--- config.mk ---
export PLATFORM = sky130hd
export DESIGN_NAME = fpa_mul
export DESIGN_NICKNAME = d
export VERILOG_FILES = /design/src/fpa_pkg.sv /design/src/fpa_mul.sv
export SDC_FILE = /design/constraint.sdc
export NUM_CORES = 2
export LEC_CHECK = 0
export BUFFER_PORTS_ARGS = -buffer_cell sky130_fd_sc_hd__buf_2
export CORE_MARGIN = 2
export CORE_UTILIZATION = 65
export DETAILED_ROUTE_END_ITERATION = 8
export PLACE_DENSITY = 0.95
export SYNTH_ARGS = -nofsm -noshare
export SYNTH_HDL_FRONTEND = slang
export SYNTH_SLANG_ARGS = --single-unit
--- constraint.sdc ---
create_clock -name vclk -period 14.1
set_input_delay 0.705 -clock vclk [all_inputs]
set_output_delay 0.705 -clock vclk [all_outputs]
set_load 0.02 [all_outputs]
--- src/fpa_pkg.sv ---
// ----------------------------------------------------------------------------
// fpa_pkg
// types and constants shared by the Q24.8 fixed-point alu pipeline
// ----------------------------------------------------------------------------
package fpa_pkg;

  localparam int unsigned NumMaxW = 48;

  typedef enum logic [3:0] {
    MODE_ADD   = 4'd0,
    MODE_SUB   = 4'd1,
    MODE_MUL   = 4'd2,
    MODE_DIV   = 4'd3,
    MODE_GT    = 4'd4,
    MODE_LT    = 4'd5,
    MODE_GE    = 4'd6,
    MODE_LE    = 4'd7,
    MODE_EQ    = 4'd8,
    MODE_NE    = 4'd9,
    MODE_MIN   = 4'd10,
    MODE_MAX   = 4'd11,
    MODE_INC   = 4'd12,
    MODE_DEC   = 4'd13,
    MODE_FROMI = 4'd14,
    MODE_TOI   = 4'd15
  } mode_e;

  typedef enum logic [1:0] {
    ERR_NONE = 2'd0,
    ERR_OVF  = 2'd1,
    ERR_DIV0 = 2'd2
  } err_e;

  typedef enum logic [1:0] {
    KIND_SIMPLE = 2'd0,
    KIND_MUL    = 2'd1,
    KIND_DIV    = 2'd2
  } kind_e;

  localparam logic [31:0] QMax = 32'h7FFF_FFFF;
  localparam logic [31:0] QMin = 32'h8000_0000;

  typedef struct packed {
    logic        [3:0]  mode;
    logic signed [31:0] operand_a;
    logic signed [31:0] operand_b;
  } in_t;

  typedef struct packed {
    logic signed [31:0] result_value;
    logic               compare_true;
    logic        [1:0]  error_code;
  } out_t;

  typedef struct packed {
    kind_e               kind;
    logic [31:0]         res;
    logic                cmp;
    err_e                err;
    logic                neg;
    logic [31:0]         ma;
    logic [31:0]         mb;
    logic [63:0]         prod;
    logic [31:0]         rem;
    logic [NumMaxW-1:0]  quo;
    logic [NumMaxW-1:0]  num;
  } st_t;

endpackage

--- src/fpa_mul.sv ---
// ----------------------------------------------------------------------------
// fpa_mul
// magnitude product and divider setup
// ----------------------------------------------------------------------------
module fpa_mul #(
  parameter int unsigned FRAC_BITS = 8
) (
  input  fpa_pkg::st_t st_i,
  output fpa_pkg::st_t st_o
);

  localparam int unsigned NumW = 32 + FRAC_BITS;

  always_comb begin
    st_o      = st_i;
    st_o.prod = 64'(st_i.ma) * 64'(st_i.mb);
    st_o.rem  = '0;
    st_o.quo  = '0;
    st_o.num  = fpa_pkg::NumMaxW'({st_i.ma, NumW'(0)} >> 32);
  end

endmodule

==> metrics.txt <==
fin nets=~5300; Die Wd=about 240 um; cell area after layout=approximately 0.035 mm2; area share of the largest cell type after synthesis=between 50% and 60%; Post-CTS Setup Inserts=0; syn avg cell area=a little under 9 um2; fin util=between 60% and 70%; critical path fanouts, max=33; Die Y=between 200 and 250 um; hold_buf cts=0; worst hold path cell count=0; synth top area cells=fa_1 51%, and2_1 11%, ha_1 9.4%, inv_1 9.3%, nand2_1 5.2%; relative slew slack=around 24%; Layout fillers=approximately 3900; core area=0.05360 mm2; Post-Syn Area=~0.035 mm2; Hold EP=st_o[263]; post-synth top area cell=fa_1; synth cell count leaders=896 x fa_1, 869 x inv_1, 599 x and2_1, 484 x nand2_1, 263 x ha_1; WL/cell=approximately 22 um; Placed Area=approximately 0.035 mm2; crit end category=output port; DP HPWL=~76 mm; Setup Viol. Count Final=0; FFs & Latches=0; post-route ant nets=0; Syn Inst Count=approximately 3900; Seq/Total Area, Yosys=0%; synth unique cells=58; die footprint=between 0.05 and 0.06 mm2; Multi-input gate area=0.02959 mm2; RSZ-0062 raised after global routing=false; Top Ports=between 500 and 600; num rows=between 80 and 90; first-pass GRT wire length=~160 mm; Worst Path Required=roughly 13 ns; outcome=complete, no violations; vias per inst=5.922; All-Layer GR Usage=about 36%; type of the worst setup path=input pin to output port; vias in the first global route=29960; # DRC=0; startpoint types=input pin; register area=0 um2; Synth warnings=0; Initial DRC Count=between 2000 and 2500; MaxCap Viol Count=0; Worst Hold Class=input pin to output port; global placer's final weighted congestion=between 0.9 and 1; n_diodes=0; Synth-to-Final Area Change=-0.4638%; share of cells above drive strength 1=~6.6%; Port Buffers=between 200 and 250; Max Slew Vio Count=0; critical path arrival=about 9.4 ns; First-pass DRT Iterations=6; min-delay src=st_i[263]; largest net degree at the start of global routing=35; CLK BUF=0; cell with the most instances after synthesis=fa_1; GRT overflow=0; Starting Density=approximately two thirds; minimum clock period=between 10 and 15 ns; Hold Violations, Final=0; final setup TNS=0 ns; fmax=between 0.09 and 0.1 GHz; initial antenna violation count=5; fin crit share=between 70% and 80%; Vias=26640; final wirelength=97.54 mm; measured slew at the worst slew-check pin=1.127 ns; post_cts resized=0
-- per-layer routing --
metal / share of wire [%] / wire, um / up-vias / GRT usage, %
met4: 6.3 / 6186 / 4 / 18.70
met5: 0.024 / 23 / - / 0
li1: - / - / 10770 / -
met1: 32 / 31080 / 13200 / 42.16
met3: 14 / 13890 / 579 / 11.48
met2: 48 / 46360 / 2082 / 60.36
-- layout by cell type, fill, tap and decap left out, types with 3 or more instances in the layout --
cell,Yosys,final
nor3_1,5,5
nand2_1,484,484
and3_1,5,5
nand2b_1,3,3
xor2_1,25,25
nor2b_1,5,5
o211ai_1,3,3
a31oi_1,5,5
inv_1,869,869
a21boi_0,5,5
nand4_1,24,24
o221ai_1,4,4
ha_1,263,263
and2_1,599,599
nor2_1,31,31
buf_2,6,224
nand3_1,7,7
a211oi_1,3,3
o21a_1,4,4
conb_1,1,96
fa_1,896,896
a21oi_1,81,81
a221oi_2,3,3
o21bai_1,14,14
a21o_1,19,19
buf_4,230,7
xnor2_1,38,38
a211o_1,3,3
o21ai_0,46,46
-- worst max-delay path by stage --
stage / from / to / slack [ns] / depth (start not counted)
3_5_place_dp: st_i[241] / st_o[178] / 4.30 / 23
2_1_floorplan: st_i[249] / st_o[185] / 5.89 / 26
5_1_grt: st_i[201] / st_o[189] / 3.69 / 23
3_3_place_gp: st_i[200] / st_o[178] / 4.36 / 23
6_report: st_i[201] / st_o[178] / 3.97 / 23
4_1_cts: st_i[201] / st_o[178] / 4.27 / 23
-- critical path, stage by stage --
cell and delay [ns]:
buf_2 0.75, and2_1 0.27, fa_1 0.46, fa_1 0.55, inv_1 0.06, fa_1 0.50
fa_1 0.52, inv_1 0.05, fa_1 0.56, fa_1 0.44, fa_1 0.45, fa_1 0.54
ha_1 0.49, a21oi_1 0.13, o21ai_0 0.70, nor2_1 0.12, o221ai_1 0.35, a21oi_1 0.36
o41ai_2 0.50, a21boi_0 0.22, o21ba_2 0.25, xnor2_1 0.22, buf_2 0.21
-- logic make-up (layout without fill, tap and decap cells) --
kind of cell    Yosys count  count (layout)  synth area share (%)
compound gates          214             214                 4.018
xor+xnor                 63              63                 1.574
fa+ha+maj              1159            1159                 60.54
buf+inv                1320            1100                 16.61
other cells               1              96               0.01069
simple gates           1171            1171                 17.24
-- final cells by class --
cell class,instances,share of cell area [%]
Multi-Input combinational cell,2703,84.80
Inverter,869,9.346
Timing Repair Buffer,231,3.363
Tap cell,696,2.495
-- stage by stage --
stage          std cells  setup WS (ns)  hold WS (ns)
2_1_floorplan       4023          5.889         1.523
3_3_place_gp        4499          4.363         1.410
3_5_place_dp        4499          4.297         1.410
4_1_cts             4499          4.273         1.410
5_1_grt             4499          3.695         1.410
6_report            4499          3.969         1.410
Power is not shown: default switching activity piles up to over one toggle a cycle in this logic, so the estimate is an artifact.
