<file path="config.mk">
export PLATFORM = sky130hd
export DESIGN_NAME = fpa_div_step
export DESIGN_NICKNAME = d
export VERILOG_FILES = /design/src/fpa_pkg.sv /design/src/fpa_div_step.sv
export SDC_FILE = /design/constraint.sdc
export NUM_CORES = 1
export LEC_CHECK = 0
export ABC_AREA = 1
export BUFFER_PORTS_ARGS = -buffer_cell sky130_fd_sc_hd__buf_2
export CORE_AREA = 2 2 231 233
export DETAILED_ROUTE_END_ITERATION = 7
export DIE_AREA = 0 0 233 235
export SLEW_MARGIN = 40
export SYNTH_ARGS = -nofsm -noshare
export SYNTH_HDL_FRONTEND = slang
export SYNTH_SLANG_ARGS = --single-unit
</file>
<file path="constraint.sdc">
create_clock -name vclk -period 4.85
set_input_delay 0.7275 -clock vclk [all_inputs]
set_output_delay 0.7275 -clock vclk [all_outputs]
set_load 0.05 [all_outputs]
</file>
<file path="src/fpa_pkg.sv">
// ----------------------------------------------------------------------------
// fpa_pkg
// types and constants shared by the Q24.8 fixed-point alu pipeline
// ----------------------------------------------------------------------------
package fpa_pkg;

  localparam int unsigned NumMaxW = 48;

  typedef enum logic [3:0] {
    MODE_ADD   = 4'd0,
    MODE_SUB   = 4'd1,
    MODE_MUL   = 4'd2,
    MODE_DIV   = 4'd3,
    MODE_GT    = 4'd4,
    MODE_LT    = 4'd5,
    MODE_GE    = 4'd6,
    MODE_LE    = 4'd7,
    MODE_EQ    = 4'd8,
    MODE_NE    = 4'd9,
    MODE_MIN   = 4'd10,
    MODE_MAX   = 4'd11,
    MODE_INC   = 4'd12,
    MODE_DEC   = 4'd13,
    MODE_FROMI = 4'd14,
    MODE_TOI   = 4'd15
  } mode_e;

  typedef enum logic [1:0] {
    ERR_NONE = 2'd0,
    ERR_OVF  = 2'd1,
    ERR_DIV0 = 2'd2
  } err_e;

  typedef enum logic [1:0] {
    KIND_SIMPLE = 2'd0,
    KIND_MUL    = 2'd1,
    KIND_DIV    = 2'd2
  } kind_e;

  localparam logic [31:0] QMax = 32'h7FFF_FFFF;
  localparam logic [31:0] QMin = 32'h8000_0000;

  typedef struct packed {
    logic        [3:0]  mode;
    logic signed [31:0] operand_a;
    logic signed [31:0] operand_b;
  } in_t;

  typedef struct packed {
    logic signed [31:0] result_value;
    logic               compare_true;
    logic        [1:0]  error_code;
  } out_t;

  typedef struct packed {
    kind_e               kind;
    logic [31:0]         res;
    logic                cmp;
    err_e                err;
    logic                neg;
    logic [31:0]         ma;
    logic [31:0]         mb;
    logic [63:0]         prod;
    logic [31:0]         rem;
    logic [NumMaxW-1:0]  quo;
    logic [NumMaxW-1:0]  num;
  } st_t;

endpackage

</file>
<file path="src/fpa_div_step.sv">
// ----------------------------------------------------------------------------
// fpa_div_step
// one restoring division step, one quotient bit
// ----------------------------------------------------------------------------
module fpa_div_step #(
  parameter int unsigned NUM_W = 40
) (
  input  fpa_pkg::st_t st_i,
  output fpa_pkg::st_t st_o
);

  logic [32:0] r2;
  logic        take;

  assign r2   = {st_i.rem, st_i.num[NUM_W-1]};
  assign take = r2 >= {1'b0, st_i.mb};

  always_comb begin
    st_o     = st_i;
    st_o.rem = take ? 32'(r2 - {1'b0, st_i.mb}) : r2[31:0];
    st_o.quo = {st_i.quo[fpa_pkg::NumMaxW-2:0], take};
    st_o.num = st_i.num << 1;
  end

endmodule

</file>
==> impl_metrics.prom <==
# TYPE chip_impl_metric gauge
chip_impl_info{name="cell_types_with_the_largest_area_share_after_synthesis",value="buf_4, nand2_1, inv_1, ha_1, nand3_1"} 1
chip_impl_metric{name="final_critical_path_time_including_i_o_delays_and_setup",unit="ns"} 3.97
chip_impl_metric{name="maximum_vdd_ir_drop",unit="V"} 0.0000660
chip_impl_metric{name="power.leakage",unit="nW"} 2.68
chip_impl_metric{name="switching_share",unit=""} 0.749
chip_impl_metric{name="ctsHoldBuffers",unit=""} 0
chip_impl_info{name="post-synth-top-area-cell",value="buf_4"} 1
chip_impl_metric{name="postRouteAntennaNets",unit=""} 0
chip_impl_metric{name="cts-resized-gates",unit=""} 0
chip_impl_metric{name="average_instance_area_after_synthesis",unit="um2"} 5.64
chip_impl_metric{name="fill_cells",unit=""} 6242
chip_impl_metric{name="post_cts_setup_repair_bufs",unit=""} 0
chip_impl_metric{name="critPathMaxFanout",unit=""} 35
chip_impl_metric{name="routed-via-count",unit=""} 4517
chip_impl_metric{name="comb_power_share",unit=""} 1.000
chip_impl_metric{name="synth_cell_types",unit=""} 31
chip_impl_metric{name="initial_utilization",unit=""} 0.0989
chip_impl_metric{name="final_max_slew_violation_count",unit=""} 0
chip_impl_metric{name="routed_via_density",unit=""} 3.09
chip_impl_metric{name="power_frac_clock",unit=""} 0
chip_impl_metric{name="crit_required",unit="ns"} 4.12
chip_impl_metric{name="postRouteWirelength",unit="mm"} 24.3
chip_impl_info{name="worst_setup_path_start_kind",value="primary input"} 1
chip_impl_metric{name="maximum_number_of_pins_on_one_net_before_global_route_repair",unit=""} 36
chip_impl_metric{name="timing.final.ws_setup",unit="ns"} 0.882
chip_impl_metric{name="setup-tns-final",unit="ns"} 0
chip_impl_metric{name="sequential_element_share_of_the_synthesized_area",unit=""} 0
chip_impl_metric{name="layout.sequential_cells",unit=""} 0
chip_impl_metric{name="globalplace.congestion",unit=""} 0.869
chip_impl_metric{name="ios",unit=""} 588
chip_impl_metric{name="p_sw",unit="mW"} 0.584
chip_impl_metric{name="track_usage",unit=""} 0.0835
chip_impl_metric{name="number_of_setup_violations_in_the_final_report",unit=""} 0
chip_impl_metric{name="seqPwrFrac",unit=""} 0
chip_impl_metric{name="drt_first_pass_iters",unit=""} 4
chip_impl_metric{name="finalCritPeriodShare",unit=""} 0.818
chip_impl_info{name="hold_path.class",value="in2out"} 1
chip_impl_metric{name="worst_ep_arrival_time",unit="ns"} 3.24
chip_impl_metric{name="first_global_vias",unit=""} 4382
chip_impl_metric{name="clock_buffers",unit=""} 0
chip_impl_metric{name="io_buffer_count",unit=""} 131
chip_impl_metric{name="core_area",unit="um2"} 52200
chip_impl_info{name="critPathKind",value="in2out"} 1
chip_impl_metric{name="mapped_cells",unit=""} 915
chip_impl_metric{name="internal",unit="mW"} 0.195
chip_impl_metric{name="first_pass_grt_wire_length",unit="mm"} 32.0
chip_impl_metric{name="post_synth_instance_area",unit="um2"} 5160
chip_impl_metric{name="synth_top_area_frac",unit=""} 0.381
chip_impl_info{name="setup_repair_after_global_routing_missed_its_margin",value="false"} 1
chip_impl_metric{name="grt_antenna_before_repair",unit=""} 9
chip_impl_metric{name="finalHoldViolCount",unit=""} 0
chip_impl_metric{name="total_die_area",unit="um2"} 54800
chip_impl_metric{name="die_width",unit="um"} 233
chip_impl_metric{name="wire_per_inst",unit="um"} 16.6
chip_impl_metric{name="area_growth_syn_to_fin",unit="%"} -10.1
chip_impl_info{name="outcome",value="finished clean"} 1
chip_impl_metric{name="area_of_the_multi_input_gates",unit="um2"} 2540
chip_impl_metric{name="drive_gt1_frac",unit=""} 0.212
chip_impl_metric{name="area.sequential",unit="um2"} 0
chip_impl_metric{name="drcViolationCount",unit=""} 0
chip_impl_metric{name="detailedPlace.worstSlack",unit="ns"} 0.818
chip_impl_metric{name="fmax",unit="GHz"} 0.252
chip_impl_metric{name="powerDensity",unit="nW/um2"} 168
chip_impl_metric{name="detailed_place_hpwl",unit="mm"} 22.0
chip_impl_metric{name="dieHeight",unit="um"} 235
chip_impl_info{name="worst_setup_path_end_kind",value="primary output"} 1
chip_impl_metric{name="globalRoute.totalOverflow",unit=""} 0
chip_impl_metric{name="nNetsFinal",unit=""} 1104
chip_impl_metric{name="maxCapViolCount",unit=""} 0
chip_impl_metric{name="yosys_warnings",unit=""} 0
chip_impl_metric{name="drt_first_iter_violations",unit=""} 172
chip_impl_metric{name="fp-row-count",unit=""} 84
chip_impl_metric{name="postSynthNetCount",unit=""} 1242
final timing paths:
check      start        end  slack (ns)  cells after the start
min    st_i[130]  st_o[130]        1.46                      0
max    st_i[194]   st_o[96]        0.88                     13
critical path: stages:
cell	delay [ns]
buf_2	0.13
inv_1	0.05
ha_1	0.36
nand2_1	0.19
nor2_2	0.05
nand3_1	0.10
nand3_2	0.18
nand2_2	0.13
nand2_2	0.07
nand2_4	0.34
nand2_8	0.29
o21ai_0	0.25
buf_2	0.31
synth_stat cells (2+ instances only):
master,instances
buf_4,262
nor3_1,6
and2_1,8
xor2_1,13
inv_2,3
nand3_2,16
nand3_1,52
nor2_2,4
inv_1,149
nand3b_1,10
nor2_1,35
nand2_1,277
ha_1,32
a21oi_1,20
nor3_2,2
nand2_2,3
nand4_1,2
buf_2,7
o21ai_0,2
layer usage:
layer / global-route usage / up-vias / share of wire
met5: 0 / - / 0.0038
met4: 0.0567 / 14 / 0.079
met3: 0.0419 / 162 / 0.13
met2: 0.136 / 264 / 0.43
met1: 0.0828 / 1873 / 0.35
li1: - / 2204 / -
kinds of logic after synthesis:
logic type | share of synthesized area
adder cells (fa/ha/maj) | 0.0814
other | 0.000726
buffers and inverters | 0.507
XOR/XNOR | 0.0237
AND/OR/NAND/NOR | 0.362
AO/OA/AOI/OAI | 0.0245
final cells by class:
| cell class | count | share of cell area |
|---|---|---|
| inverter | 152 | 0.123 |
| tap | 688 | 0.185 |
| multi-input combinational | 491 | 0.548 |
| timing repair buffer | 132 | 0.143 |
| antenna | 1 | 0.000539 |
metrics by stage:
step / hold slack [ns] / instances / area [um2] / utilization / total power [mW]
after floorplan: 1.62 / 915 / 5160 / - / 1.09
after global placement: 1.46 / 1463 / 4640 / 0.0888 / 0.796
after detailed placement: 1.46 / 1463 / 4640 / 0.0888 / 0.797
after CTS: 1.46 / 1463 / 4640 / 0.0888 / 0.800
after global routing: 1.46 / 1463 / 4640 / 0.0888 / 0.862
final: 1.46 / 1464 / 4640 / 0.0889 / 0.779
cells in the final DEF (no fill, tap or decap), types with 2 or more instances in the layout:
cell type	Yosys	final
inv_2	3	3
nor3_1	6	6
nand4_1	2	2
inv_1	149	149
nand3b_1	10	10
nand3_2	16	16
nor2_1	35	35
xor2_1	13	13
nor2_2	4	4
a21oi_1	20	20
and2_1	8	8
nor3_2	2	2
nand2_2	3	3
nand2_1	277	277
nand3_1	52	52
buf_2	7	131
ha_1	32	32
o21ai_0	2	2
power by group through the flow:
stage               Combinational (mW)  Sequential, mW    Clock (mW)
global route                     0.862               0             0
detailed placement               0.797               0             0
floorplan                         1.09               0             0
global placement                 0.796               0             0
CTS                              0.800               0             0
finish                           0.779               0  0.0000000278
No activity file was read; power rests on OpenSTA's default activity.
