<file path="config.mk">
export PLATFORM = sky130hd
export DESIGN_NAME = fpa_prep
export DESIGN_NICKNAME = d
export VERILOG_FILES = /design/src/fpa_pkg.sv /design/src/fpa_prep.sv
export SDC_FILE = /design/constraint.sdc
export NUM_CORES = 1
export LEC_CHECK = 0
export BUFFER_PORTS_ARGS = -buffer_cell sky130_fd_sc_hd__buf_2
export CORE_MARGIN = 2
export CORE_UTILIZATION = 35
export DETAILED_ROUTE_END_ITERATION = 8
export SETUP_SLACK_MARGIN = 0.2
export SLEW_MARGIN = 20
export SYNTH_ARGS = -nofsm -noshare
export SYNTH_HDL_FRONTEND = slang
export SYNTH_SLANG_ARGS = --single-unit
</file>
<file path="constraint.sdc">
create_clock -name vclk -period 4.95
set_clock_uncertainty 0.05 [all_clocks]
set_input_delay 0.2475 -clock vclk [all_inputs]
set_output_delay 0.2475 -clock vclk [all_outputs]
set_load 0.005 [all_outputs]
</file>
<file path="src/fpa_pkg.sv">
// ----------------------------------------------------------------------------
// fpa_pkg
// types and constants shared by the Q24.8 fixed-point alu pipeline
// ----------------------------------------------------------------------------
package fpa_pkg;

  localparam int unsigned NumMaxW = 48;

  typedef enum logic [3:0] {
    MODE_ADD   = 4'd0,
    MODE_SUB   = 4'd1,
    MODE_MUL   = 4'd2,
    MODE_DIV   = 4'd3,
    MODE_GT    = 4'd4,
    MODE_LT    = 4'd5,
    MODE_GE    = 4'd6,
    MODE_LE    = 4'd7,
    MODE_EQ    = 4'd8,
    MODE_NE    = 4'd9,
    MODE_MIN   = 4'd10,
    MODE_MAX   = 4'd11,
    MODE_INC   = 4'd12,
    MODE_DEC   = 4'd13,
    MODE_FROMI = 4'd14,
    MODE_TOI   = 4'd15
  } mode_e;

  typedef enum logic [1:0] {
    ERR_NONE = 2'd0,
    ERR_OVF  = 2'd1,
    ERR_DIV0 = 2'd2
  } err_e;

  typedef enum logic [1:0] {
    KIND_SIMPLE = 2'd0,
    KIND_MUL    = 2'd1,
    KIND_DIV    = 2'd2
  } kind_e;

  localparam logic [31:0] QMax = 32'h7FFF_FFFF;
  localparam logic [31:0] QMin = 32'h8000_0000;

  typedef struct packed {
    logic        [3:0]  mode;
    logic signed [31:0] operand_a;
    logic signed [31:0] operand_b;
  } in_t;

  typedef struct packed {
    logic signed [31:0] result_value;
    logic               compare_true;
    logic        [1:0]  error_code;
  } out_t;

  typedef struct packed {
    kind_e               kind;
    logic [31:0]         res;
    logic                cmp;
    err_e                err;
    logic                neg;
    logic [31:0]         ma;
    logic [31:0]         mb;
    logic [63:0]         prod;
    logic [31:0]         rem;
    logic [NumMaxW-1:0]  quo;
    logic [NumMaxW-1:0]  num;
  } st_t;

endpackage

</file>
<file path="src/fpa_prep.sv">
// ----------------------------------------------------------------------------
// fpa_prep
// decode, operand magnitudes, divide-by-zero and all operations but multiply and divide
// ----------------------------------------------------------------------------
module fpa_prep #(
  parameter int unsigned FRAC_BITS = 8
) (
  input  fpa_pkg::in_t item_i,
  output fpa_pkg::st_t st_o
);

  logic signed [31:0] a, b;
  logic [32:0] sum, dif, incv, decv;
  logic [31:0] ma, mb;
  logic [47:0] fm;
  logic gt;

  assign a = item_i.operand_a;
  assign b = item_i.operand_b;
  assign ma = a[31] ? 32'(-a) : a;
  assign mb = b[31] ? 32'(-b) : b;
  assign sum = {a[31], a} + {b[31], b};
  assign dif = {a[31], a} - {b[31], b};
  assign incv = {a[31], a} + 33'd1;
  assign decv = {a[31], a} - 33'd1;
  assign fm = 48'(ma) << FRAC_BITS;
  assign gt = a > b;

  function automatic logic [32:0] sat33(input logic [32:0] v);
    logic [32:0] r;
    r = {1'b0, v[31:0]};
    if (v[32] != v[31]) begin
      r = {1'b1, v[32] ? fpa_pkg::QMin : fpa_pkg::QMax};
    end
    return r;
  endfunction

  always_comb begin
    logic [32:0] s;
    st_o      = '0;
    st_o.kind = fpa_pkg::KIND_SIMPLE;
    st_o.err  = fpa_pkg::ERR_NONE;
    st_o.ma   = ma;
    st_o.mb   = mb;
    st_o.neg  = a[31] ^ b[31];
    s         = '0;
    unique case (fpa_pkg::mode_e'(item_i.mode))
      fpa_pkg::MODE_ADD: s = sat33(sum);
      fpa_pkg::MODE_SUB: s = sat33(dif);
      fpa_pkg::MODE_INC: s = sat33(incv);
      fpa_pkg::MODE_DEC: s = sat33(decv);
      fpa_pkg::MODE_MUL: st_o.kind = fpa_pkg::KIND_MUL;
      fpa_pkg::MODE_DIV: begin
        if (b == 32'sd0) begin
          st_o.err = fpa_pkg::ERR_DIV0;
          st_o.res = (a == 32'sd0) ? 32'd0 : (a[31] ? fpa_pkg::QMin : fpa_pkg::QMax);
        end else begin
          st_o.kind = fpa_pkg::KIND_DIV;
        end
      end
      fpa_pkg::MODE_GT: st_o.cmp = gt;
      fpa_pkg::MODE_LT: st_o.cmp = a < b;
      fpa_pkg::MODE_GE: st_o.cmp = a >= b;
      fpa_pkg::MODE_LE: st_o.cmp = !gt;
      fpa_pkg::MODE_EQ: st_o.cmp = a == b;
      fpa_pkg::MODE_NE: st_o.cmp = a != b;
      fpa_pkg::MODE_MIN: st_o.res = gt ? b : a;
      fpa_pkg::MODE_MAX: st_o.res = gt ? a : b;
      fpa_pkg::MODE_FROMI: begin
        if (!a[31] && fm > 48'h7FFF_FFFF) begin
          s = {1'b1, fpa_pkg::QMax};
        end else if (a[31] && fm > 48'h8000_0000) begin
          s = {1'b1, fpa_pkg::QMin};
        end else begin
          s = {1'b0, a[31] ? 32'(-fm[31:0]) : fm[31:0]};
        end
      end
      fpa_pkg::MODE_TOI: st_o.res = 32'(a >>> FRAC_BITS);
      default: st_o.res = '0;
    endcase
    if (s[32]) begin
      st_o.err = fpa_pkg::ERR_OVF;
    end
    if (fpa_pkg::mode_e'(item_i.mode) == fpa_pkg::MODE_ADD ||
        fpa_pkg::mode_e'(item_i.mode) == fpa_pkg::MODE_SUB ||
        fpa_pkg::mode_e'(item_i.mode) == fpa_pkg::MODE_INC ||
        fpa_pkg::mode_e'(item_i.mode) == fpa_pkg::MODE_DEC ||
        fpa_pkg::mode_e'(item_i.mode) == fpa_pkg::MODE_FROMI) begin
      st_o.res = s[31:0];
    end
  end

endmodule

</file>
==> flow_summary.yaml, run 1 <==
power_and_ir_drop:
  peakVddDrop_mv: 0.0625
  p_leak_nw: 5.09
  pwr_density_cell_nw_per_um2: 110
  p_switching_mw: 0.830
  sequentialPowerShare_pct: 0
  p_sw_share_pct: 64.5
  combPwrFrac_pct: 100.0
  p_int_mw: 0.458
  clock_power_share_pct: 0
grt:
  grt_pass1_wl_mm: 74.8
  grt_max_degree: 47
  grt_pass1_vias: 12200
  antenna_found_initial: 2
  gr-usage-all-layers_pct: 29.2
  grt_overflow_total: 0
place:
  detailed_place_hpwl_mm: 41.8
  port_buffers: 170
  pre_cts_slack_ps: 59.5
  placed_area_sq_um: 11700
  gp_congestion: 1.01
synth:
  synth_mux_area_share_pct: 1.20
  avgSynthCellArea_sq_um: 6.46
  synth-xor-area-share_pct: 14.4
  synth_top_family_by_area: "compound AO/OA/AOI/OAI gates"
  synth_top_area_share_pct: 13.3
  yosys.area_share.adder_pct: 8.38
  ys.warnings.count: 0
  yosysSeqAreaShare_pct: 0
  synth-compound-area-share_pct: 30.0
  synth_area_leaders: "buf_4, xnor2_1, ha_1"
  synthDistinctLibCells: 84
  synth_area_sq_um: 10900
  synth-simple-area-share_pct: 25.1
  post-synth-top-area-cell: "buf_4"
  synth_cells: 1692
critical_path:
  worstPathMaxFanout: 16
  start_kind: "input pin"
  worstSetupEndpointType: "primary output"
  worstSetupPathType: "input pin to primary output"
  crit_required_ps: 4650
  critical_path_arrival_ps: 4360
sta:
  tightestPinTransition_ps: 961
  finalCriticalPeriod_ps: 4660
  setup_viol: 0
  rsz0062_at_grt: "true"
  period_share_pct: 94.1
  worst_slack_ps: 290
  hold_viol: 0
  drv_slew: 0
  finalSetupTns_ps: 0
  max_freq_mhz: 215
  hold_ws_ps: 738
  slew_headroom_pct: 34.3
min_path:
  hold_path.class: "input pin to primary output"
  hold-path-cell-count: 2
die:
  core-area_sq_um: 30700
  placementRows: 64
  ios: 362
  fp.dieArea_sq_um: 32600
  start_util_pct: 35.6
  fp.dieW_um: 181
  die_y_um: 181
final_layout:
  fin_util_pct: 38.1
  layout.nets: 1960
  n_fill_cell: 3442
  nClkBuffers: 0
  multi_input_area_sq_um: 9390
  regArea_sq_um: 0
  design.seq.count: 0
  synthToLayoutAreaGrowth_pct: 7.03
  drive_gt1_share_pct: 15.9
  fin_area_sq_um: 11700
outcome:
  status: "finished clean"
route:
  ant_nets: 0
  drc: 0
  post_drt_wl_per_cell_um: 22.9
  drt_iter0_markers: 1781
  drt_pass1_iterations: 6
  drt-total-wl_mm: 50.7
  vias: 13100
  vias_per_cell: 5.90
job:
  max_cap_violations: 0
clock_network:
  hold_buffers: 0
## final timing paths
check | startpoint | slack (ps) | to
max | item_i[32] | 290 | st_o[280]
min | item_i[0] | 740 | st_o[192]
## layout make-up
type | instances | area share [%]
timing repair buffer | 248 | 12.4
antenna | 1 | 0.0214
multi-input combinational | 1476 | 80.3
tap | 396 | 4.24
inverter | 94 | 3.05
## cells by family (layout without fill, tap and decap cells)
family / after synthesis / count (layout)
compound gates: 498 / 498
xor+xnor: 179 / 179
fa+ha+maj: 72 / 72
buf+inv: 407 / 342
mux: 13 / 13
other cells: 1 / 193
simple gates: 522 / 522
## layer usage
metal | wire length (um) | GRT usage [%]
met5 | 0 | 0
met4 | 2650 | 12.5
met3 | 4800 | 3.92
met2 | 22600 | 47.1
met1 | 20600 | 38.7
## through the flow
step	total power, mW	instances
3_3_place_gp	1.25	2214
5_1_grt	1.38	2214
4_1_cts	1.26	2214
3_5_place_dp	1.25	2214
6_report	1.29	2215
2_1_floorplan	0.878	1883
## power by group through the flow
stage / clock network (mW) / logic [mW] / registers [mW]
after floorplan: 0 / 0.878 / 0
after detailed placement: 0 / 1.25 / 0
after CTS: 0 / 1.26 / 0
after global routing: 0 / 1.38 / 0
after global placement: 0 / 1.25 / 0
final: 0.0000000173 / 1.29 / 0
## cells in the mapped netlist (14+ instances only)
library cell	n
a211oi_1	18
a21o_1	14
a21oi_1	129
a221oi_1	17
a31oi_1	15
and3_1	14
buf_2	14
buf_4	194
clkbuf_1	97
ha_1	70
inv_1	93
nand2_1	115
nand3_1	49
nand4_1	51
nor2_1	116
nor2b_1	15
nor3_1	35
nor4_1	22
o211ai_1	16
o21ai_0	137
o31ai_1	27
or3_1	22
xnor2_1	134
xor2_1	45
## worst max-delay path: stages
cell       delay [ps]
buf_2             200
inv_1             160
ha_1              420
nor3b_1           280
nand4_2           300
o31ai_1           410
xor2_1            330
o2111ai_1         230
o31ai_4           300
nand3b_2          140
a21oi_4           460
o311ai_0          430
nand4_1           290
buf_2             150
## what timing repair did
item	4_1_cts	5_1_grt
gates resized for setup	1	6
setup buffers	0	0
setup endpoints to repair	1	10
gates cloned	0	0
## layout by cell type, fill, tap and decap left out, types with 12 or more instances in the layout
| master | instances |
|---|---|
| a211oi_1 | 17 |
| a21oi_1 | 128 |
| and3_1 | 14 |
| o211ai_1 | 16 |
| inv_1 | 93 |
| ha_1 | 70 |
| or4_1 | 13 |
| or3_1 | 22 |
| nand3_1 | 49 |
| xnor2_1 | 134 |
| nand2_1 | 115 |
| o31ai_1 | 26 |
| buf_2 | 170 |
| nor4_1 | 20 |
| o21bai_1 | 12 |
| nor2_1 | 116 |
| conb_1 | 192 |
| buf_4 | 77 |
| xor2_1 | 45 |
| a221oi_1 | 17 |
| a21o_1 | 14 |
| mux2i_1 | 12 |
| nor3_1 | 35 |
| o21ai_0 | 137 |
| nand4_1 | 51 |
| nor2b_1 | 15 |
| a31oi_1 | 14 |
| o21a_1 | 13 |
| nand2b_1 | 13 |
No activity file was read; power rests on OpenSTA's default activity.
==> run 2, diff against run 1 <==
ABC_AREA = 1   (was unset)
==> run 2 against run 1 <==
Against the previous run:
- synthesized cell count increased by 33%
- die area up 14%
- largest power group unchanged
- non-clock buffer count is 53 lower
- via count up 17%
==> flow_summary.yaml, run 2 <==
die:
  ios: 362
  start_util_pct: 35.3
  fp.dieArea_sq_um: 37100
  fp.dieW_um: 193
  core-area_sq_um: 35300
  placementRows: 69
  die_y_um: 193
synth:
  yosysMostFrequentCell: "nand2_1"
  synthDistinctLibCells: 60
  synth_cells: 2244
  post-synth-top-area-cell: "nand2_1"
  synth_top_area_share_pct: 14.4
  synth_area_sq_um: 12500
  synth_area_leaders: "nand2_1, buf_4, xor2_1"
  synth_commonest_cells: "nand2_1, nor2_1, buf_4"
  ys.warnings.count: 0
  yosysSeqAreaShare_pct: 0
  avgSynthCellArea_sq_um: 5.55
sta:
  setup_viol: 0
  max_freq_mhz: 228
  rsz0062_at_grt: "false"
  period_share_pct: 88.7
  finalCriticalPeriod_ps: 4390
  hold_viol: 0
  tightestPinTransition_ps: 878
  slew_headroom_pct: 41.5
  finalSetupTns_ps: 0
  drv_slew: 0
place:
  port_buffers: 170
  gp_congestion: 1.09
  place_inst: 2798
  detailed_place_hpwl_mm: 47.4
grt:
  antenna_found_initial: 1
  grt_max_degree: 57
  gr-usage-all-layers_pct: 29.3
  grt_overflow_total: 0
  grt_pass1_vias: 13700
  grt_pass1_wl_mm: 83.2
route:
  routed.top_layer: "met4"
  drt-total-wl_mm: 57.1
  drt_iter0_markers: 1785
  ant_nets: 0
  dr_wl_met2_mm: 25.3
  wl_met3_mm: 5.87
  drc: 0
  vias_per_cell: 5.46
  drt_pass1_iterations: 5
  vias: 15300
  wl_met1_mm: 24.3
  post_drt_wl_per_cell_um: 20.4
power_and_ir_drop:
  p_leak_nw: 6.58
  pwr_density_cell_nw_per_um2: 107
  peakVddDrop_mv: 0.0591
final_layout:
  layout.nets: 2479
  final_cell_mix: "nand2_1, nor2_1, conb_1"
  design.seq.count: 0
  n_fill_cell: 4056
  layout_commonest_cell: "nand2_1"
  drive_gt1_share_pct: 13.5
  final_cell_count_no_fill: 2798
  diodes: 0
  regArea_sq_um: 0
  synthToLayoutAreaGrowth_pct: 2.42
  nClkBuffers: 0
clock_network:
  cts.repair.resized: 0
  hold_buffers: 0
  postCtsSetupBuffers: 0
min_path:
  hold_path.class: "input pin to primary output"
  min-delay-start: "item_i[0]"
critical_path:
  crit_start: "item_i[63]"
  worstPathMaxFanout: 28
  worstSetupPathType: "input pin to primary output"
  crit_required_ps: 4650
  critical_path_arrival_ps: 4090
  worstSetupEndpointType: "primary output"
  start_kind: "input pin"
outcome:
  status: "finished clean"
job:
  max_cap_violations: 0
run 2: changes by cell type in the layout (fill, tap and decap cells not counted), moves of 24 or more:
cell,change
xor2_1,+83
o21ai_1,+24
xnor2_1,-129
a21oi_1,+36
o21ai_0,+32
nand2_2,+26
nand3_1,+112
nand2_1,+363
buf_4,-52
nor2_1,+149
inv_1,+93
run 2: layout make-up:
class	instances	area (sq um)	area share, %
inverter	208	788	6.18
multi-input combinational	1934	10400	81.2
tap	461	577	4.52
timing repair buffer	195	1040	8.14
run 2: critical path, stage by stage:
cell	delay, ps
buf_2	240
ha_1	620
nand2_1	190
nor2_1	190
nand2_1	130
nor2_1	290
nand4_1	500
nand2_2	470
nand2_2	460
o211ai_1	330
nor2_1	70
nand3_1	170
buf_2	160
run 2: worst paths after layout:
kind   endpoint  cells after the start
min   st_o[192]                      2
max   st_o[276]                     13
run 2: kinds of logic (layout without fill, tap and decap cells):
group,count (synthesis),in the layout,synth area share (%)
buf+inv,501,403,22.7
simple gates,1092,1092,40.6
xor+xnor,134,134,9.48
fa+ha+maj,72,72,7.35
compound gates,444,444,19.8
other cells,1,192,0.0301
run 2: power breakdown:
part	switching, mW	internal (mW)
clock	0	0
combinational	0.984	0.387
sequential	0	0
total	0.984	0.387
run 2: stage by stage:
stage	util [%]	area [sq um]	hold WS, ps	setup slack, ps	power [mW]
finish	36.1	12800	738	561	1.37
global route	36.1	12800	748	356	1.49
CTS	36.1	12800	737	689	1.33
detailed placement	36.1	12800	738	695	1.32
global placement	36.1	12800	740	660	1.33
floorplan	-	13200	500	1760	0.956
run 2: metal layers:
| metal | vias to the layer above | track usage [%] |
|---|---|---|
| li1 | 7161 | - |
| met3 | 94 | 3.33 |
| met1 | 7074 | 41.3 |
| met2 | 951 | 47.1 |
| met4 | 0 | 7.40 |
| met5 | - | 0 |
