File: src/fpa_pkg.sv
// ----------------------------------------------------------------------------
// fpa_pkg
// types and constants shared by the Q24.8 fixed-point alu pipeline
// ----------------------------------------------------------------------------
package fpa_pkg;

  localparam int unsigned NumMaxW = 48;

  typedef enum logic [3:0] {
    MODE_ADD   = 4'd0,
    MODE_SUB   = 4'd1,
    MODE_MUL   = 4'd2,
    MODE_DIV   = 4'd3,
    MODE_GT    = 4'd4,
    MODE_LT    = 4'd5,
    MODE_GE    = 4'd6,
    MODE_LE    = 4'd7,
    MODE_EQ    = 4'd8,
    MODE_NE    = 4'd9,
    MODE_MIN   = 4'd10,
    MODE_MAX   = 4'd11,
    MODE_INC   = 4'd12,
    MODE_DEC   = 4'd13,
    MODE_FROMI = 4'd14,
    MODE_TOI   = 4'd15
  } mode_e;

  typedef enum logic [1:0] {
    ERR_NONE = 2'd0,
    ERR_OVF  = 2'd1,
    ERR_DIV0 = 2'd2
  } err_e;

  typedef enum logic [1:0] {
    KIND_SIMPLE = 2'd0,
    KIND_MUL    = 2'd1,
    KIND_DIV    = 2'd2
  } kind_e;

  localparam logic [31:0] QMax = 32'h7FFF_FFFF;
  localparam logic [31:0] QMin = 32'h8000_0000;

  typedef struct packed {
    logic        [3:0]  mode;
    logic signed [31:0] operand_a;
    logic signed [31:0] operand_b;
  } in_t;

  typedef struct packed {
    logic signed [31:0] result_value;
    logic               compare_true;
    logic        [1:0]  error_code;
  } out_t;

  typedef struct packed {
    kind_e               kind;
    logic [31:0]         res;
    logic                cmp;
    err_e                err;
    logic                neg;
    logic [31:0]         ma;
    logic [31:0]         mb;
    logic [63:0]         prod;
    logic [31:0]         rem;
    logic [NumMaxW-1:0]  quo;
    logic [NumMaxW-1:0]  num;
  } st_t;

endpackage

File: src/fpa_finish.sv
// ----------------------------------------------------------------------------
// fpa_finish
// rounding, sign and saturation for multiply and divide
// ----------------------------------------------------------------------------
module fpa_finish #(
  parameter int unsigned FRAC_BITS = 8
) (
  input  fpa_pkg::st_t st_i,
  output fpa_pkg::out_t item_o
);

  logic [63:0] mag;

  always_comb begin
    mag = '0;
    if (st_i.kind == fpa_pkg::KIND_MUL) begin
      mag = (st_i.prod + (64'd1 << (FRAC_BITS - 1))) >> FRAC_BITS;
    end else begin
      mag = 64'(st_i.quo) + 64'({st_i.rem, 1'b0} >= {1'b0, st_i.mb});
    end
  end

  always_comb begin
    item_o.result_value = st_i.res;
    item_o.compare_true = st_i.cmp;
    item_o.error_code   = st_i.err;
    if (st_i.kind != fpa_pkg::KIND_SIMPLE) begin
      item_o.error_code = fpa_pkg::ERR_NONE;
      if (st_i.neg) begin
        if (mag > 64'h8000_0000) begin
          item_o.result_value = fpa_pkg::QMin;
          item_o.error_code   = fpa_pkg::ERR_OVF;
        end else begin
          item_o.result_value = 32'(-mag[31:0]);
        end
      end else begin
        if (mag > 64'h7FFF_FFFF) begin
          item_o.result_value = fpa_pkg::QMax;
          item_o.error_code   = fpa_pkg::ERR_OVF;
        end else begin
          item_o.result_value = mag[31:0];
        end
      end
    end
  end

endmodule

File: config.mk
export PLATFORM = sky130hd
export DESIGN_NAME = fpa_finish
export DESIGN_NICKNAME = d
export VERILOG_FILES = /design/src/fpa_pkg.sv /design/src/fpa_finish.sv
export SDC_FILE = /design/constraint.sdc
export NUM_CORES = 1
export LEC_CHECK = 0
export ABC_CLOCK_PERIOD_IN_PS = 8100
export BUFFER_PORTS_ARGS = -buffer_cell sky130_fd_sc_hd__buf_2
export CELL_PAD_IN_SITES_DETAIL_PLACEMENT = 1
export CELL_PAD_IN_SITES_GLOBAL_PLACEMENT = 1
export CORE_MARGIN = 8
export CORE_UTILIZATION = 27
export DETAILED_ROUTE_END_ITERATION = 8
export GPL_ROUTABILITY_DRIVEN = 0
export PLACE_DENSITY_LB_ADDON = 0.08
export RECOVER_POWER = 25
export SYNTH_ARGS = -nofsm -noshare
export SYNTH_HDL_FRONTEND = slang
export SYNTH_SLANG_ARGS = --single-unit
File: constraint.sdc
create_clock -name vclk -period 8.1
set_input_delay 1.62 -clock vclk [all_inputs]
set_output_delay 1.62 -clock vclk [all_outputs]
set_load 0.02 [all_outputs]
==> flow_summary.yaml, run 1 <==
floorplanning:
  io_pins: 329
  die_x_um: 155.8
  start_util_pct: 27.31
  core_sq_um: 19330
  dieArea_sq_um: 24290
  die_y_um: 155.8
  rows: 51
drt:
  wl_um: 25830
  drt_iter0_markers: 221
  drc: 0
  routed_via_density: 5.313
  vias: 7465
  route.antenna.remaining_nets: 0
  wl_per_cell_um: 18.38
  first_pass_iters: 5
worst_setup_path:
  cp_max_fo: 5
  cp-start-kind: "input port"
  crit_type: "input port to output port"
  required_ns: 6.48
  arrival_ns: 6.95
  critPathCaptureType: "output port"
pwr:
  powerDensity_nw_per_um2: 49.83
  leakagePower_nw: 3.500
  ir_drop_mv: 0.01763
placed_design:
  hpwl_um: 22210
  place_area_sq_um: 7730
  portBuffers: 240
  placed_cells: 1390
synth:
  syn_area_sq_um: 5280
  synthAdderAreaFrac_pct: 8.531
  synth_cell_types: 78
  synth_top_family_by_area: "simple AND/OR/NAND/NOR gates"
  yosys-top-cells-count: "nand2_1, nand3_1, nor2_1"
  yosysSeqAreaShare_pct: 0
  yosys.area_share.xor_xnor_pct: 11.61
  yosys_warnings: 0
  synthMuxAreaShare_pct: 4.408
  synth_fp_nets: 1153
  yosysMostFrequentCell: "nand2_1"
  syn_area_per_cell_sq_um: 6.416
  yosysTopAreaCell: "ha_1"
  synth_compound_area_share_pct: 22.20
  synth_top_area_share_pct: 8.531
  yosys.area_share.simple_pct: 46.78
  synth_area_leaders: "ha_1, xnor2_1, nand4_1, nand2_1, nand3_1"
  synthCells: 823
timing:
  slew_headroom_pct: 38.42
  tightestPinTransition_ns: 0.9153
  min_period_over_period_pct: 105.8
  setup_viol: 32
  layout_min_cycle_time_ns: 8.567
  rsz0062_at_grt: "true"
  hold_violations: 0
  setup_tns_ns: -11.98
  hold_slack_ns: 3.240
  max_freq_ghz: 0.1167
  setup_ws_ns: -0.4667
  timing.final.max_slew_violations: 0
run:
  maxCapViolations: 0
global_route:
  grt_max_degree: 36
  grt_usage_pct: 20.03
  grt_pass1_wl_um: 40150
  grt_pass1_vias: 7649
  antenna_found_initial: 7
  overflow: 0
clock_tree:
  hold_buffers: 0
cells_and_area:
  multi_input_area_sq_um: 5420
  drive_above_1_share_pct: 38.45
  n_sequential_cell: 0
  seqCellArea_sq_um: 0
  fillCellCount: 2531
  fin_nets: 1471
  syn_to_final_growth_pct: 54.19
  fin_cells: 1405
  nClkBuffers: 0
  design_area_sq_um: 8142
outcome:
  violations: "negative setup slack"
  status: "finished with violations"
min_path:
  hold_class: "input port to output port"
==> metal layers <==
layer	part of all wire, %	up-vias	track usage (%)
met5	0.27	-	0
li1	-	3767	-
met2	47	192	34.53
met1	46	3474	26.32
met3	6.7	20	4.072
met4	0.46	12	0.9242
==> cell usage in the layout, fill, tap and decap left out, types with 5 or more instances in the layout <==
master,netlist,routed
nand2_1,82,81
or2_2,6,6
and2_1,13,13
nor3_4,0,10
nor3_2,3,7
ha_1,36,32
nor2_1,60,58
nor3_1,47,33
nand4_1,53,53
a21oi_1,30,25
inv_1,46,44
o22ai_1,12,12
xnor2_1,45,45
o21ai_0,25,23
or4_1,10,9
a21o_1,18,18
buf_6,3,18
nand2b_1,10,10
and4_1,14,13
a211oi_4,0,8
nand3_1,61,61
o21ai_1,4,5
and3_1,15,14
nor4_1,28,26
buf_2,9,212
or3_1,10,9
o31ai_1,8,8
buf_4,2,114
xor2_1,25,24
o21a_1,9,9
mux2i_1,21,20
==> final timing paths <==
path,slack [ns],startpoint,endpoint,cells past startpoint
worst max-delay path,-0.47,st_i[210],item_o[25],28
worst min-delay path,3.24,st_i[259],item_o[2],0
==> per-stage QoR <==
| stage | power (mW) | util, % | setup WS, ns |
|---|---|---|---|
| after floorplan | 0.2053 | - | -0.01910 |
| after global placement | 0.3689 | 39.98 | -0.7689 |
| after detailed placement | 0.3735 | 39.98 | -0.9366 |
| after CTS | 0.3974 | 41.29 | -0.4858 |
| after global routing | 0.4418 | 42.11 | -0.6864 |
| final | 0.4057 | 42.11 | -0.4667 |
==> timing repair <==
action,4_1_cts,5_1_grt
setup endpoints to repair,33,33
pin swaps,11,12
gates cloned,3,0
setup buffers,5,6
resized for setup,47,29
==> power breakdown <==
group / internal, mW / switching [mW]
clock: 0.0000000165 / 0
sequential: 0 / 0
combinational: 0.188 / 0.217
==> cell families (layout without fill, tap and decap cells) <==
kind of cell / count (synthesis) / count (layout)
adder cells (fa/ha/maj): 36 / 36
multiplexers: 23 / 23
AND/OR/NAND/NOR: 446 / 446
AO/OA/AOI/OAI: 168 / 170
other: 0 / 1
buffers and inverters: 80 / 394
XOR/XNOR: 70 / 70
==> critical path, cell delays in order <==
cell and delay, ns:
buf_8 0.09, inv_12 0.03, ha_4 0.22, a21o_1 0.17, a21o_1 0.15, a21o_1 0.15
a21o_1 0.14, a21o_1 0.16, a21o_1 0.16, a21oi_2 0.11, nor2_1 0.06, a2111oi_2 0.32
o21ai_2 0.13, ha_2 0.23, ha_4 0.24, nor2_4 0.07, a21oi_2 0.05, inv_1 0.11
ha_2 0.20, inv_2 0.04, a211oi_2 0.18, or4b_4 0.50, or3_4 0.35, o41a_1 0.46
o31a_4 0.47, a311o_1 0.33, nor2_4 0.09, buf_6 0.12
==> final cells by class <==
| cell class | count | area share (%) |
|---|---|---|
| diodes | 1 | 0.03074 |
| inverters | 46 | 2.274 |
| multi-input cells | 745 | 66.57 |
| well taps | 265 | 4.073 |
| repair buffers | 348 | 27.05 |
No activity file was read; power rests on OpenSTA's default activity.
==> run 2: changes to the inputs <==
Settings changed: BUFFER_PORTS_ARGS -buffer_cell sky130_fd_sc_hd__buf_2 to -buffer_cell sky130_fd_sc_hd__buf_4.
==> flow_summary.yaml, run 2 (synthesis gave the netlist of run 1 again) <==
outcome:
  status: "finished with violations"
  violations: "negative setup slack"
cells_and_area:
  seqCellArea_sq_um: 0
  layout_commonest_cell: "buf_4"
  drive_above_1_share_pct: 42.50
  final_cell_mix: "buf_4, nand2_1, nor2_1"
  syn_to_final_growth_pct: 74.45
  fin_cells: 1418
  n_antenna_cell: 0
  n_sequential_cell: 0
  fin_nets: 1485
  nClkBuffers: 0
  design_area_sq_um: 9211
floorplanning:
  die_y_um: 155.8
  io_pins: 329
  start_util_pct: 27.31
  die_x_um: 155.8
  rows: 51
  dieArea_sq_um: 24290
  core_sq_um: 19330
drt:
  first_pass_iters: 4
  route.antenna.remaining_nets: 0
  wl_met2_um: 13000
  met1_length_um: 11800
  drc: 0
  routed_via_density: 5.410
  vias: 7672
  wl_met3_um: 2028
  top_layer: "met5"
  drt_iter0_markers: 273
  wl_per_cell_um: 19.14
  wl_um: 27140
placed_design:
  hpwl_um: 22460
  place_area_sq_um: 8305
  placed_cells: 1385
  dp_slack_ns: -0.7229
  portBuffers: 240
worst_setup_path:
  arrival_ns: 6.85
  cp_max_fo: 7
  crit_type: "input port to output port"
  critPathCaptureType: "output port"
  required_ns: 6.48
  cp-start-kind: "input port"
global_route:
  overflow: 0
  grt_pass1_wl_um: 41430
  grt_max_degree: 36
  antenna_found_initial: 1
  grt_pass1_vias: 7750
  grt_usage_pct: 20.62
timing:
  setup_ws_ns: -0.3670
  min_period_over_period_pct: 104.5
  tightestPinTransition_ns: 1.017
  setup_viol: 32
  rsz0062_at_grt: "true"
  hold_violations: 0
  slew_headroom_pct: 32.21
  layout_min_cycle_time_ns: 8.467
  max_freq_ghz: 0.1181
  timing.final.max_slew_violations: 0
pwr:
  powerDensity_nw_per_um2: 51.82
  ir_drop_mv: 0.02069
  leakagePower_nw: 3.891
run:
  maxCapViolations: 0
min_path:
  hold_class: "input port to output port"
[run 2: critical path, stage by stage]
cell and delay [ns]:
buf_8 0.10, ha_4 0.22, nor2b_4 0.11, o21a_1 0.16, o21a_1 0.18, o21a_1 0.16, o21a_1 0.16, o21a_1 0.18
o21ai_1 0.14, nand2b_1 0.08, a211oi_2 0.22, o21ai_2 0.10, ha_2 0.21, ha_4 0.18, xor2_1 0.14, nor2_1 0.14
a32oi_1 0.10, a211oi_2 0.29, or4b_4 0.50, or3_4 0.39, o41a_1 0.35, o31a_4 0.33, buf_12 0.15, buf_12 0.14
buf_6 0.11, a211oi_4 0.21, buf_6 0.15
[run 2: path summary, 6_finish.rpt]
kind	from	end	cells past startpoint
max	st_i[96]	item_o[17]	27
min	st_i[259]	item_o[2]	0
[run 2: through the flow]
step	hold slack, ns	power (mW)	TNS (ns)	util (%)
after global routing	3.240	0.5152	-14.04	47.64
after detailed placement	3.240	0.4117	-19.86	42.96
after floorplan	3.353	0.2053	-0.02317	-
after global placement	3.240	0.4057	-18.45	42.96
after CTS	3.240	0.4486	-8.594	45.14
final	3.240	0.4773	-6.704	47.64
[run 2: metal layers]
layer,track usage (%),up-vias
li1,-,3777
met1,26.11,3643
met2,35.19,234
met3,5.429,16
met4,2.449,2
met5,0,-
[run 2: report_power, final]
part / total (mW) / switching (mW) / internal [mW] / leakage [nW]
Combinational: 0.477 / 0.236 / 0.242 / 3.89
Clock: 0 / 0 / 0 / 0
Sequential: 0 / 0 / 0 / 0
[run 2: final cells by class]
class | instances | area [sq um]
fill | 2448 | 10120
multi-input combinational | 743 | 5720
timing repair buffer | 364 | 2972
inverter | 46 | 187.7
tap | 265 | 331.6
[run 2: repair_timing]
item                       in CTS  in global routing
resized for setup              59                 64
pin swaps                      33                 24
gates cloned                    0                  2
hold buffers                    0                  0
setup endpoints to repair      33                 33
setup buffers                  23                 11
==> run 3: changes to the inputs <==
Settings changed: SETUP_SLACK_MARGIN from default to 0.05, SKIP_LAST_GASP from default to 1, SLEW_MARGIN from default to 20.
==> flow_summary.yaml, run 3 (synthesis gave the netlist of run 1 again) <==
timing:
  setup_ws_ns: -0.3284
  tightestPinTransition_ns: 0.8501
  hold_violations: 0
  rsz0062_at_grt: "true"
  timing.final.max_slew_violations: 0
  slew_headroom_pct: 43.19
  layout_min_cycle_time_ns: 8.428
  max_freq_ghz: 0.1186
  setup_viol: 32
  min_period_over_period_pct: 104.1
global_route:
  met3_usage_pct: 4.709
  overflow: 0
  grt.met2_usage_pct: 34.92
  grt_usage_pct: 20.31
  grt_pass1_vias: 7731
  antenna_found_initial: 2
  grt_use_met1_pct: 26.30
  grt_pass1_wl_um: 41040
  grt.busiest_layer: "met2"
  grt_max_degree: 36
worst_setup_path:
  slowest_stage: "or4b_4"
  required_ns: 6.48
  crit_type: "input port to output port"
  cp_max_fo: 10
  slowest_delay_ns: 0.50
  critPathCaptureType: "output port"
  cp-start-kind: "input port"
  arrival_ns: 6.81
  crit_path_frequent_cell: "a21o_1"
cells_and_area:
  n_sequential_cell: 0
  finish.utilization_pct: 45.17
  syn_to_final_growth_pct: 65.40
  n_antenna_cell: 0
  fin_nets: 1466
  final_cell_mix: "buf_4, nand2_1, nand3_1"
  nClkBuffers: 0
  fin_cells: 1399
  drive_above_1_share_pct: 39.59
  fillCellCount: 2487
  seqCellArea_sq_um: 0
  layout_commonest_cell: "buf_4"
drt:
  wl_um: 26060
  route.antenna.remaining_nets: 0
  drt_iter0_markers: 255
  drc: 0
  vias: 7497
  wl_per_cell_um: 18.63
  first_pass_iters: 4
  routed_via_density: 5.359
floorplanning:
  die_y_um: 155.8
  core_sq_um: 19330
  dieArea_sq_um: 24290
  start_util_pct: 27.31
  rows: 51
  die_x_um: 155.8
  io_pins: 329
min_path:
  hold_class: "input port to output port"
placed_design:
  placed_cells: 1386
  hpwl_um: 22600
  portBuffers: 240
clock_tree:
  hold_buffers: 0
pwr:
  ir_drop_mv: 0.01685
  powerDensity_nw_per_um2: 50.29
  leakagePower_nw: 3.698
run:
  maxCapViolations: 0
outcome:
  violations: "negative setup slack"
  status: "finished with violations"
## run 3: cell count changes in the layout (fill, tap and decap cells not counted), sizes merged
cell,before,now
clkbuf,2,0
o31a,5,6
buf,362,344
## run 3: power breakdown
part	total, mW	leakage [nW]	switching (mW)	internal [mW]
clock network	0	0	0	0
logic	0.439	3.70	0.220	0.219
registers	0	0	0	0
total	0.439	3.70	0.220	0.219
## run 3: routing by layer
layer	wire length, um	share of wire, %	up-vias
li1	-	-	3746
met3	1993	7.6	20
met2	11980	46	210
met5	26	0.10	-
met1	11870	46	3517
met4	187	0.72	4
## run 3: final timing paths
kind	depth (start not counted)	end	startpoint	slack, ns
hold / removal	0	item_o[2]	st_i[259]	3.24
setup / recovery	28	item_o[14]	st_i[210]	-0.33
## run 3: cell type report
class                      count  area (sq um)  area share [%]
tap                          265         331.6           3.797
timing repair buffer         344          2713           31.06
inverter                      46         185.2           2.120
multi-input combinational    744          5504           63.02
## run 3: critical path, delay by kind of cell
family	cells	cell delay (ns)
fa+ha+maj	4	0.88
simple gates	4	0.99
buf+inv	6	0.61
compound gates	14	2.68
## run 3: per-stage QoR
| step | hold WS (ns) | setup TNS, ns | cell area [sq um] | setup WS, ns | total power [mW] |
|---|---|---|---|---|---|
| global route | 3.240 | -14.69 | 8733 | -0.5292 | 0.4759 |
| CTS | 3.240 | -7.945 | 8613 | -0.3326 | 0.4336 |
| detailed placement | 3.240 | -22.10 | 8308 | -0.7882 | 0.4110 |
| finish | 3.240 | -7.965 | 8733 | -0.3284 | 0.4392 |
| floorplan | 3.353 | -0.02370 | 5634 | -0.01871 | 0.2057 |
| global placement | 3.240 | -20.37 | 8308 | -0.7342 | 0.4057 |
## run 3: timing repair
action / in CTS / in global routing
resized for setup: 54 / 20
buffers inserted: 8 / 5
pin swaps: 14 / 11
hold endpoints to repair: 0 / 0
cloned: 1 / 0
endpoints found under the setup margin: 33 / 33
